### src/rtl/tccw_pkg.sv
package tccw_pkg;

	// Screen geometry and tab expansion
	localparam int COLUMNS     = 80;
	localparam int ROWS        = 25;
	localparam int TAB_SPACES  = 4;
	localparam int MAX_RESULTS = 4;

	// Spaces written for one tab, held between one and the result limit
	localparam int TAB_RESULTS = (TAB_SPACES > MAX_RESULTS) ? MAX_RESULTS :
		((TAB_SPACES < 1) ? 1 : TAB_SPACES);
	localparam int TAB_CNT_W   = (MAX_RESULTS > 1) ? $clog2(MAX_RESULTS) : 1;

	// Field widths
	localparam int ROW_W   = 5;
	localparam int COL_W   = 7;
	localparam int CHAR_W  = 8;
	localparam int COLOR_W = 8;
	localparam int ADDR_W  = 11;
	localparam int VALUE_W = 16;

	// Command codes
	localparam logic CMD_PUT = 1'b0;
	localparam logic CMD_SET = 1'b1;

	// Character codes with special handling
	localparam logic [CHAR_W-1:0] CH_NEWLINE   = 8'd10;
	localparam logic [CHAR_W-1:0] CH_TAB       = 8'd9;
	localparam logic [CHAR_W-1:0] CH_BACKSPACE = 8'd8;
	localparam logic [CHAR_W-1:0] CH_SPACE     = 8'd32;

	localparam logic [COLOR_W-1:0] TEXT_COLOR_RESET = 8'd7;

	// Input word
	typedef struct packed {
		logic              command;
		logic [CHAR_W-1:0] char_code;
		logic [ROW_W-1:0]  new_row;
		logic [COL_W-1:0]  new_col;
	} cmd_word_t;

	// Result word
	typedef struct packed {
		logic               write_enable;
		logic [ADDR_W-1:0]  cell_address;
		logic [VALUE_W-1:0] cell_value;
		logic [ROW_W-1:0]   cursor_row;
		logic [COL_W-1:0]   cursor_col;
		logic               last;
	} res_word_t;

endpackage

### src/rtl/text_console_char_writer_unit.sv
// Text console character writer. Each command word either puts a character at the
// cursor of a COLUMNS x ROWS text screen or moves the cursor, and the block answers
// with result words carrying an optional cell write ({colour, character} at
// row * COLUMNS + column) and the cursor after that result; last marks the final
// result of a command. A command word can be taken every cycle and gives one result
// word per cycle while the result side does not stall; a tab gives TAB_RESULTS
// result words (four by default) and everything else one. The rate is set by the
// cursor register, which is read and updated once per result, with one input register
// and one result register around the update logic, which a command's result words pass
// through in that order. The colour register is written through cfg_data, always ready,
// and must only be written while no command is in flight.
module text_console_char_writer_unit
	import tccw_pkg::*;
(
	input  logic               clk,
	input  logic               arst_n,
	// command channel
	input  logic               cmd_valid,
	output logic               cmd_stall,
	input  cmd_word_t          cmd_word,
	// result channel
	output logic               res_valid,
	input  logic               res_stall,
	output res_word_t          res_word,
	// colour register write
	input  logic               cfg_valid,
	output logic               cfg_ready,
	input  logic [COLOR_W-1:0] cfg_data
);

	// registers
	logic                 valid_s1;
	cmd_word_t            item_s1;
	logic [TAB_CNT_W-1:0] tab_cnt_s1;
	logic [ROW_W-1:0]     row_q;
	logic [COL_W-1:0]     col_q;
	logic [COLOR_W-1:0]   color_q;
	logic                 res_valid_q;
	res_word_t            res_word_q;

	// decode and next-cursor logic
	logic             is_set, is_nl, is_tab, is_bs;
	logic             last_res, fire;
	logic [ROW_W-1:0] row_adv, row_nx, wr_row;
	logic [COL_W-1:0] col_adv, col_nx, wr_col;
	logic             col_wrap;
	logic             we;
	logic [CHAR_W-1:0] wr_char;
	res_word_t        res_nx;

	assign cfg_ready = 1'b1;
	assign res_valid = res_valid_q;
	assign res_word  = res_word_q;

	// command decode
	assign is_set = (item_s1.command == CMD_SET);
	assign is_nl  = !is_set && (item_s1.char_code == CH_NEWLINE);
	assign is_tab = !is_set && (item_s1.char_code == CH_TAB);
	assign is_bs  = !is_set && (item_s1.char_code == CH_BACKSPACE) && (col_q != '0);

	assign last_res = !is_tab || (tab_cnt_s1 == TAB_CNT_W'(TAB_RESULTS - 1));
	assign fire     = valid_s1 && (!res_valid_q || !res_stall);
	assign cmd_stall = valid_s1 && !(fire && last_res);

	// plain advance of the cursor, wrapping column then row
	assign col_wrap = (col_q == COL_W'(COLUMNS - 1));
	assign col_adv  = col_wrap ? '0 : col_q + COL_W'(1);
	always_comb begin
		row_adv = row_q;
		if (col_wrap) begin
			row_adv = (row_q == ROW_W'(ROWS - 1)) ? '0 : row_q + ROW_W'(1);
		end
	end

	// next cursor, write position and character per command kind
	always_comb begin
		row_nx  = row_adv;
		col_nx  = col_adv;
		wr_row  = row_q;
		wr_col  = col_q;
		we      = 1'b1;
		wr_char = item_s1.char_code;
		if (is_set) begin
			row_nx = (item_s1.new_row > ROW_W'(ROWS - 1)) ? ROW_W'(ROWS - 1) : item_s1.new_row;
			col_nx = (item_s1.new_col > COL_W'(COLUMNS - 1)) ?
				COL_W'(COLUMNS - 1) : item_s1.new_col;
			we     = 1'b0;
		end else if (is_nl) begin
			col_nx = '0;
			row_nx = (row_q == ROW_W'(ROWS - 1)) ? '0 : row_q + ROW_W'(1);
			we     = 1'b0;
		end else if (is_tab) begin
			wr_char = CH_SPACE;
		end else if (is_bs) begin
			row_nx  = row_q;
			col_nx  = col_q - COL_W'(1);
			wr_col  = col_q - COL_W'(1);
			wr_char = CH_SPACE;
		end
	end

	// result word
	always_comb begin
		res_nx.write_enable = we;
		res_nx.cell_address = '0;
		res_nx.cell_value   = '0;
		if (we) begin
			res_nx.cell_address = ADDR_W'(wr_row) * ADDR_W'(COLUMNS) + ADDR_W'(wr_col);
			res_nx.cell_value   = {color_q, wr_char};
		end
		res_nx.cursor_row = row_nx;
		res_nx.cursor_col = col_nx;
		res_nx.last       = last_res;
	end

	// input register and tab counter
	always_ff @(posedge clk or negedge arst_n) begin
		if (!arst_n) begin
			valid_s1   <= 1'b0;
			tab_cnt_s1 <= '0;
		end else if (cmd_valid && !cmd_stall) begin
			valid_s1   <= 1'b1;
			tab_cnt_s1 <= '0;
		end else if (fire && last_res) begin
			valid_s1   <= 1'b0;
			tab_cnt_s1 <= '0;
		end else if (fire) begin
			tab_cnt_s1 <= tab_cnt_s1 + TAB_CNT_W'(1);
		end
	end

	always_ff @(posedge clk) begin
		if (cmd_valid && !cmd_stall) begin
			item_s1 <= cmd_word;
		end
	end

	// cursor and colour
	always_ff @(posedge clk or negedge arst_n) begin
		if (!arst_n) begin
			row_q   <= '0;
			col_q   <= '0;
			color_q <= TEXT_COLOR_RESET;
		end else begin
			if (fire) begin
				row_q <= row_nx;
				col_q <= col_nx;
			end
			if (cfg_valid && cfg_ready) begin
				color_q <= cfg_data;
			end
		end
	end

	// result register
	always_ff @(posedge clk or negedge arst_n) begin
		if (!arst_n) begin
			res_valid_q <= 1'b0;
		end else if (fire) begin
			res_valid_q <= 1'b1;
		end else if (!res_stall) begin
			res_valid_q <= 1'b0;
		end
	end

	always_ff @(posedge clk) begin
		if (fire) begin
			res_word_q <= res_nx;
		end
	end

	// checks
	a_cursor_range: assert property (@(posedge clk) disable iff (!arst_n)
		res_valid |-> (res_word.cursor_row < ROW_W'(ROWS)) &&
			(res_word.cursor_col < COL_W'(COLUMNS)))
		else $error("result cursor off screen");

	a_no_write_zero: assert property (@(posedge clk) disable iff (!arst_n)
		res_valid && !res_word.write_enable |->
			(res_word.cell_address == '0) && (res_word.cell_value == '0))
		else $error("non-writing result carries cell data");

	a_tab_count: assert property (@(posedge clk) disable iff (!arst_n)
		tab_cnt_s1 != '0 |-> valid_s1 && is_tab)
		else $error("tab counter running without a tab");

	a_cursor_hold: assert property (@(posedge clk) disable iff (!arst_n)
		!fire |=> $stable(row_q) && $stable(col_q))
		else $error("cursor moved without a result");

endmodule

### config.mk
export PLATFORM = sky130hd
export DESIGN_NAME = text_console_char_writer_unit
export DESIGN_NICKNAME = d
export VERILOG_FILES = /design/src/rtl/tccw_pkg.sv /design/src/rtl/text_console_char_writer_unit.sv
export SDC_FILE = /design/constraint.sdc
export NUM_CORES = 1
export LEC_CHECK = 0
export BUFFER_PORTS_ARGS = -buffer_cell sky130_fd_sc_hd__buf_2
export CORE_MARGIN = 2
export CORE_UTILIZATION = 50
export DETAILED_ROUTE_END_ITERATION = 10
export PLACE_DENSITY_LB_ADDON = 0.1
export SLEW_MARGIN = 20
export SYNTH_ARGS = -nofsm -noshare
export SYNTH_HDL_FRONTEND = slang
export SYNTH_SLANG_ARGS = --single-unit
### constraint.sdc
create_clock -name clk -period 3.2 [get_ports clk]
set_input_delay 0.16 -clock clk [delete_from_list [all_inputs] [get_ports clk]]
set_output_delay 0.16 -clock clk [all_outputs]
set_load 0.02 [all_outputs]
Yosys cells after proc, flatten, opt, wreduce, memory -nomap -nowiden:

Cells that the tools add are included.
W data, S select, Z words.

* output and inout port bits: 44
* register bits after elaboration: 86
* word-level logic and storage cells: 80
* input bits: 34

* order comparisons: 2
* $mul: 1
* muxes and demuxes: 30
* add/sub/neg operators: 5
* reduce and logical (&&, ||, !) cells: 19
* eq/ne operators: 7

Operators by type and width (count)
* $mux W7: 10
* $mux W5: 7
* $mux W8: 4
* $eq A8 B4 Y1 const B: 3
* $add A11 B7 Y11: 1
* $logic_and A1 B1 Y1: 8
* $add A7 B1 Y7 const B: 1
* $eq A7 B7 Y1 const B: 1
* $gt A7 B7 Y1 const B: 1
* $mul A5 B3 Y7 const B: 1
* $reduce_bool A7 Y1: 1
* $sub A7 B1 Y7 const B: 1
* $logic_not A1 Y1: 6
* $mux W1: 6
* $mux W2: 3
* $add A5 B1 Y5 const B: 1
* $eq A5 B5 Y1 const B: 1
* $gt A5 B5 Y1 const B: 1
* $reduce_bool A3 Y1: 1
* $add A2 B1 Y2 const B: 1
* $eq A2 B2 Y1 const B: 1
* $logic_or A1 B1 Y1: 2
* $ne A2 B1 Y1 const B: 1
* $reduce_bool A2 Y1: 1

Logic depth before layout (Yosys ltp):

* depth in word-level cells: 10
* depth in mapped cells: 14
* gate-level depth less buffers: 13

Worst setup path before layout:

No wires, ideal clock.

* path type: register -> register
* start point: reg col_q[0]
* end point: reg res_word_q, in the netlist res_word[39] (data pin)
* buffers on the path: 1
* setup time: 0.255 ns
* required time: 2.945 ns
* period minus slack after synthesis: 3.359 ns
* setup slack: -0.159 ns
* data arrival time: 3.104 ns
* cell stages (with the launch flop): 15
* cell sequence: dfrtp_1 > inv_1 > ha_1 > or4b_4 > o2111ai_4 > clkbuf_1 > nor2_1 > xor2_1 > ha_1 > fa_1 > a21o_1 > nand4_1 > xnor2_1 > xnor2_1 > and2_1

* cells in the longest elaborated chain, start to end: 7
* elaborated cells on any way between the ends: 8
* those cells by class: add/sub: 2; mux: 4; reduce/logical: 2

Ends and longest elaborated chain
* start, declared: line text_console_char_writer_unit.sv:36 `logic [COL_W-1:0] col_q;`
* start signal, assigned: line text_console_char_writer_unit.sv:147 `col_q <= col_nx;`
* branches (longest 5 deep; another with $sub A7 B1 Y7)
* $mux W7 (*): line text_console_char_writer_unit.sv:83 `if (is_set) begin`
* $add A11 B7 Y11 (*): line text_console_char_writer_unit.sv:108 `res_nx.cell_address = ADDR_W'(wr_row) * ADDR_W'(COLUMNS) + ADDR_W'(wr_col);`
* end signal, assigned: line text_console_char_writer_unit.sv:168 `res_word_q <= res_nx;`
* end, declared: line text_console_char_writer_unit.sv:39 `res_word_t res_word_q;`

Every way passes the cells marked *.
A chain may end at the register's enable or synchronous reset.

Worst setup path in the final report:

Same ends and word-level chain as after synthesis.

==> reports/qor.txt <==
Layout Utilization -> 64.3%
DRT antenna net count -> 0
Final hold viol count -> 0
Worst r2r dst -> res_word[39]$_SDFFCE_PN0P_
Finished Cell Area -> 0.00526 sq mm
Residual DRC count -> 0
Tmin final -> 3060 ps
Initial antenna violation count -> 0
Final net count -> 496
Share of layout cells above drive strength 1 -> 30.0%
Achievable clock frequency -> 327 MHz
Sequential fraction of the synthesis area -> 58.7%
Post-Synthesis Cell Area -> 0.00420 sq mm
# diodes -> 0
Worst R2R Setup Slack -> 140 ps
Clk sink count -> 86
Yosys cell types -> 62
Skew-Pair Late Insertion Delay -> 370 ps
Clock root buffer master -> clkbuf_8
Largest net degree at the start of global routing -> 25
Initial core utilization -> 51.4%
Top Family by Delay on Critical Path -> simple AND/OR/NAND/NOR gates
Net Count, Synth -> 383
Die width -> 95.6 microns
Synthesized area per cell -> 12.6 sq um
Rows -> 33
Asr flop ratio synth -> 27.9%
Ports -> 78
Crit-path max FO -> 3
Slew headroom -> 36.1%
Final setup fails -> 0
Number of flops mapped to enable cells by yosys -> 62
Slowest CP cell -> or4b_4
DIE HEIGHT -> 95.6 microns
Post-DP HPWL -> 5.91 mm
Most frequent cells in the layout -> 76 x buf_2, 62 x edfxtp_1, 22 x dlygate4sd3_1, 21 x dfrtp_1, 19 x nor2_1
Worst-Margin Slew -> 958 ps
IO buf count -> 76
Max-slew violations -> 0
DR WL/cell -> 15.6 microns
Worst min path class -> primary input to register
Clock skew -> 11.4 ps
Core box area -> 0.00818 sq mm
Area grow syn2layout -> 25.2%
Top_reg_cell synth -> edfxtp_1
Max VDD drop -> 0.363 mV
CP endpoint kind -> register
Clock transition at the registers of the reported paths -> 80 ps
Status -> complete, no violations
H-Tree Depth -> 3
Clk buf depth -> 2
Placed inst area -> 0.00476 sq mm
P_leak -> 2.24 nW
First-pass GRT wire length -> 13.9 mm
Hold Crit Start -> cmd_valid
RD Place Congestion -> 0.834
Crit-path cells -> inv_2 > ha_1 > or4b_4 > o2111ai_4 > nor2_1 > xor2_1 > ha_2 > fa_2 > a21o_1 > nand4_1 > xnor2_1 > xnor2_1 > and2_1
Pwr/cell area -> 642 mW/mm^2
Post-Route WL -> 8.67 mm
CTS Buf Count -> 9
Crit-path max cell delay -> 490 ps
Via Count -> 2929
WP buf/inv -> 1
GRT overflow -> 0
Synth Warn # -> 0
Register bit total from synthesis -> 86
Crit Path Category -> register to register
Nature of the critical path startpoint -> register
Max_cap viols -> 0
GRT Total Usage -> 20.5%
Reg2Reg Depth -> 13
WHS Endpoint -> valid_s1$_DFFE_PN0P_
1st-iter DRT viols -> 136
Leading cell type in the layout, fill and taps excluded -> buf_2
Depth of the worst hold-timing path -> 2
First-pass iteration count of the detailed router -> 5
Vias per inst -> 5.28
Tcrit/Tclk final -> 95.6%
Fillers -> 657
Crit path arrival time -> 3180 ps
Full die area -> 0.00915 sq mm
CP required -> 3320 ps
Reg2Reg Launch Point -> col_q[0]$_DFFE_PN0P_
CP Launch Point -> col_q[0]$_DFFE_PN0P_
CTS tree -> done
Mapped Cells -> 332
Worst path most repeated cell -> xnor2_1
Vias in the first global route -> 2858
## layer usage
layer / GRT usage [%] / wire length (microns) / vias to the layer above
li1: - / - / 1456
met1: 25.3 / 3680 / 1387
met2: 35.0 / 4410 / 75
met3: 3.64 / 441 / 11
met4: 9.29 / 132 / 0
met5: 0 / 0 / -
## where the power goes
part,internal (mW),switching [mW]
combinational,0.415,0.559
clock,0.518,0.382
sequential,1.39,0.107
## synth_stat cells, types with 9 or more instances
cell      count  area [sq um]
nor2_1       19          71.3
o21ai_0      11          55.1
a21oi_1       9          45.0
dfrtp_1      21           526
inv_1         9          33.8
and2_1       16           100
ha_1         15           188
clkbuf_1     10          37.5
o21ai_1      10          50.1
edfxtp_1     62          1860
xor2_1       12           105
nand2_1      16          60.1
mux2_2        9           101
## per-stage QoR
step	instances	hold WS [ps]	setup TNS, ps	worst slack, ps	power (mW)
4_1_cts	553	1.54	0	107	3.39
5_1_grt	555	9.42	-10.8	-10.8	3.56
6_report	555	6.27	0	141	3.37
2_1_floorplan	332	-136	0	24.4	2.18
3_5_place_dp	515	196	0	113	2.47
3_3_place_gp	515	185	0	165	2.43
## worst max path at each step
stage | cells after the start | end
2_1_floorplan | 14 | res_word[39]$_SDFFCE_PN0P_
3_3_place_gp | 13 | res_word[39]$_SDFFCE_PN0P_
3_5_place_dp | 13 | res_word[39]$_SDFFCE_PN0P_
4_1_cts | 13 | res_word[39]$_SDFFCE_PN0P_
5_1_grt | 13 | res_word[39]$_SDFFCE_PN0P_
6_report | 13 | res_word[39]$_SDFFCE_PN0P_
## timing repair
action / CTS / global route
setup buffers: 0 / 2
endpoints found under the hold margin: 42 / 0
endpoints found under the setup margin: 0 / 3
gates resized for setup: 0 / 4
hold buffers: 22 / 0
## layout make-up
| cell class | instances | area [sq um] | share of cell area [%] |
|---|---|---|---|
| sequential | 86 | 2470 | 46.9 |
| multi-input combinational | 221 | 1640 | 31.1 |
| timing repair buffer | 117 | 747 | 14.2 |
| tap | 105 | 131 | 2.50 |
| clock buffer | 10 | 128 | 2.43 |
| clock inverter | 6 | 111 | 2.12 |
| inverter | 10 | 37.5 | 0.714 |
## sequential cells by signal (all words and copies together), names as in the netlist
name and count:
row_q 5, color_q 8, col_q 7, res_word 41, tab_cnt_s1 2, valid_s1 1
res_valid 1, is_set 1, item_s1 20
## cells by family after synthesis
| group | count (synthesis) | synth area share (%) |
|---|---|---|
| AOI/OAI and AO/OA | 70 | 11.7 |
| xor gates and xnor gates | 20 | 4.17 |
| adders and majority gates | 17 | 5.42 |
| buffers and inverters | 25 | 2.71 |
| DFF | 86 | 58.7 |
| muxes | 16 | 4.08 |
| other | 1 | 0.0893 |
| and+or+nand+nor | 97 | 13.1 |
Power figures use the tool's default switching activity.
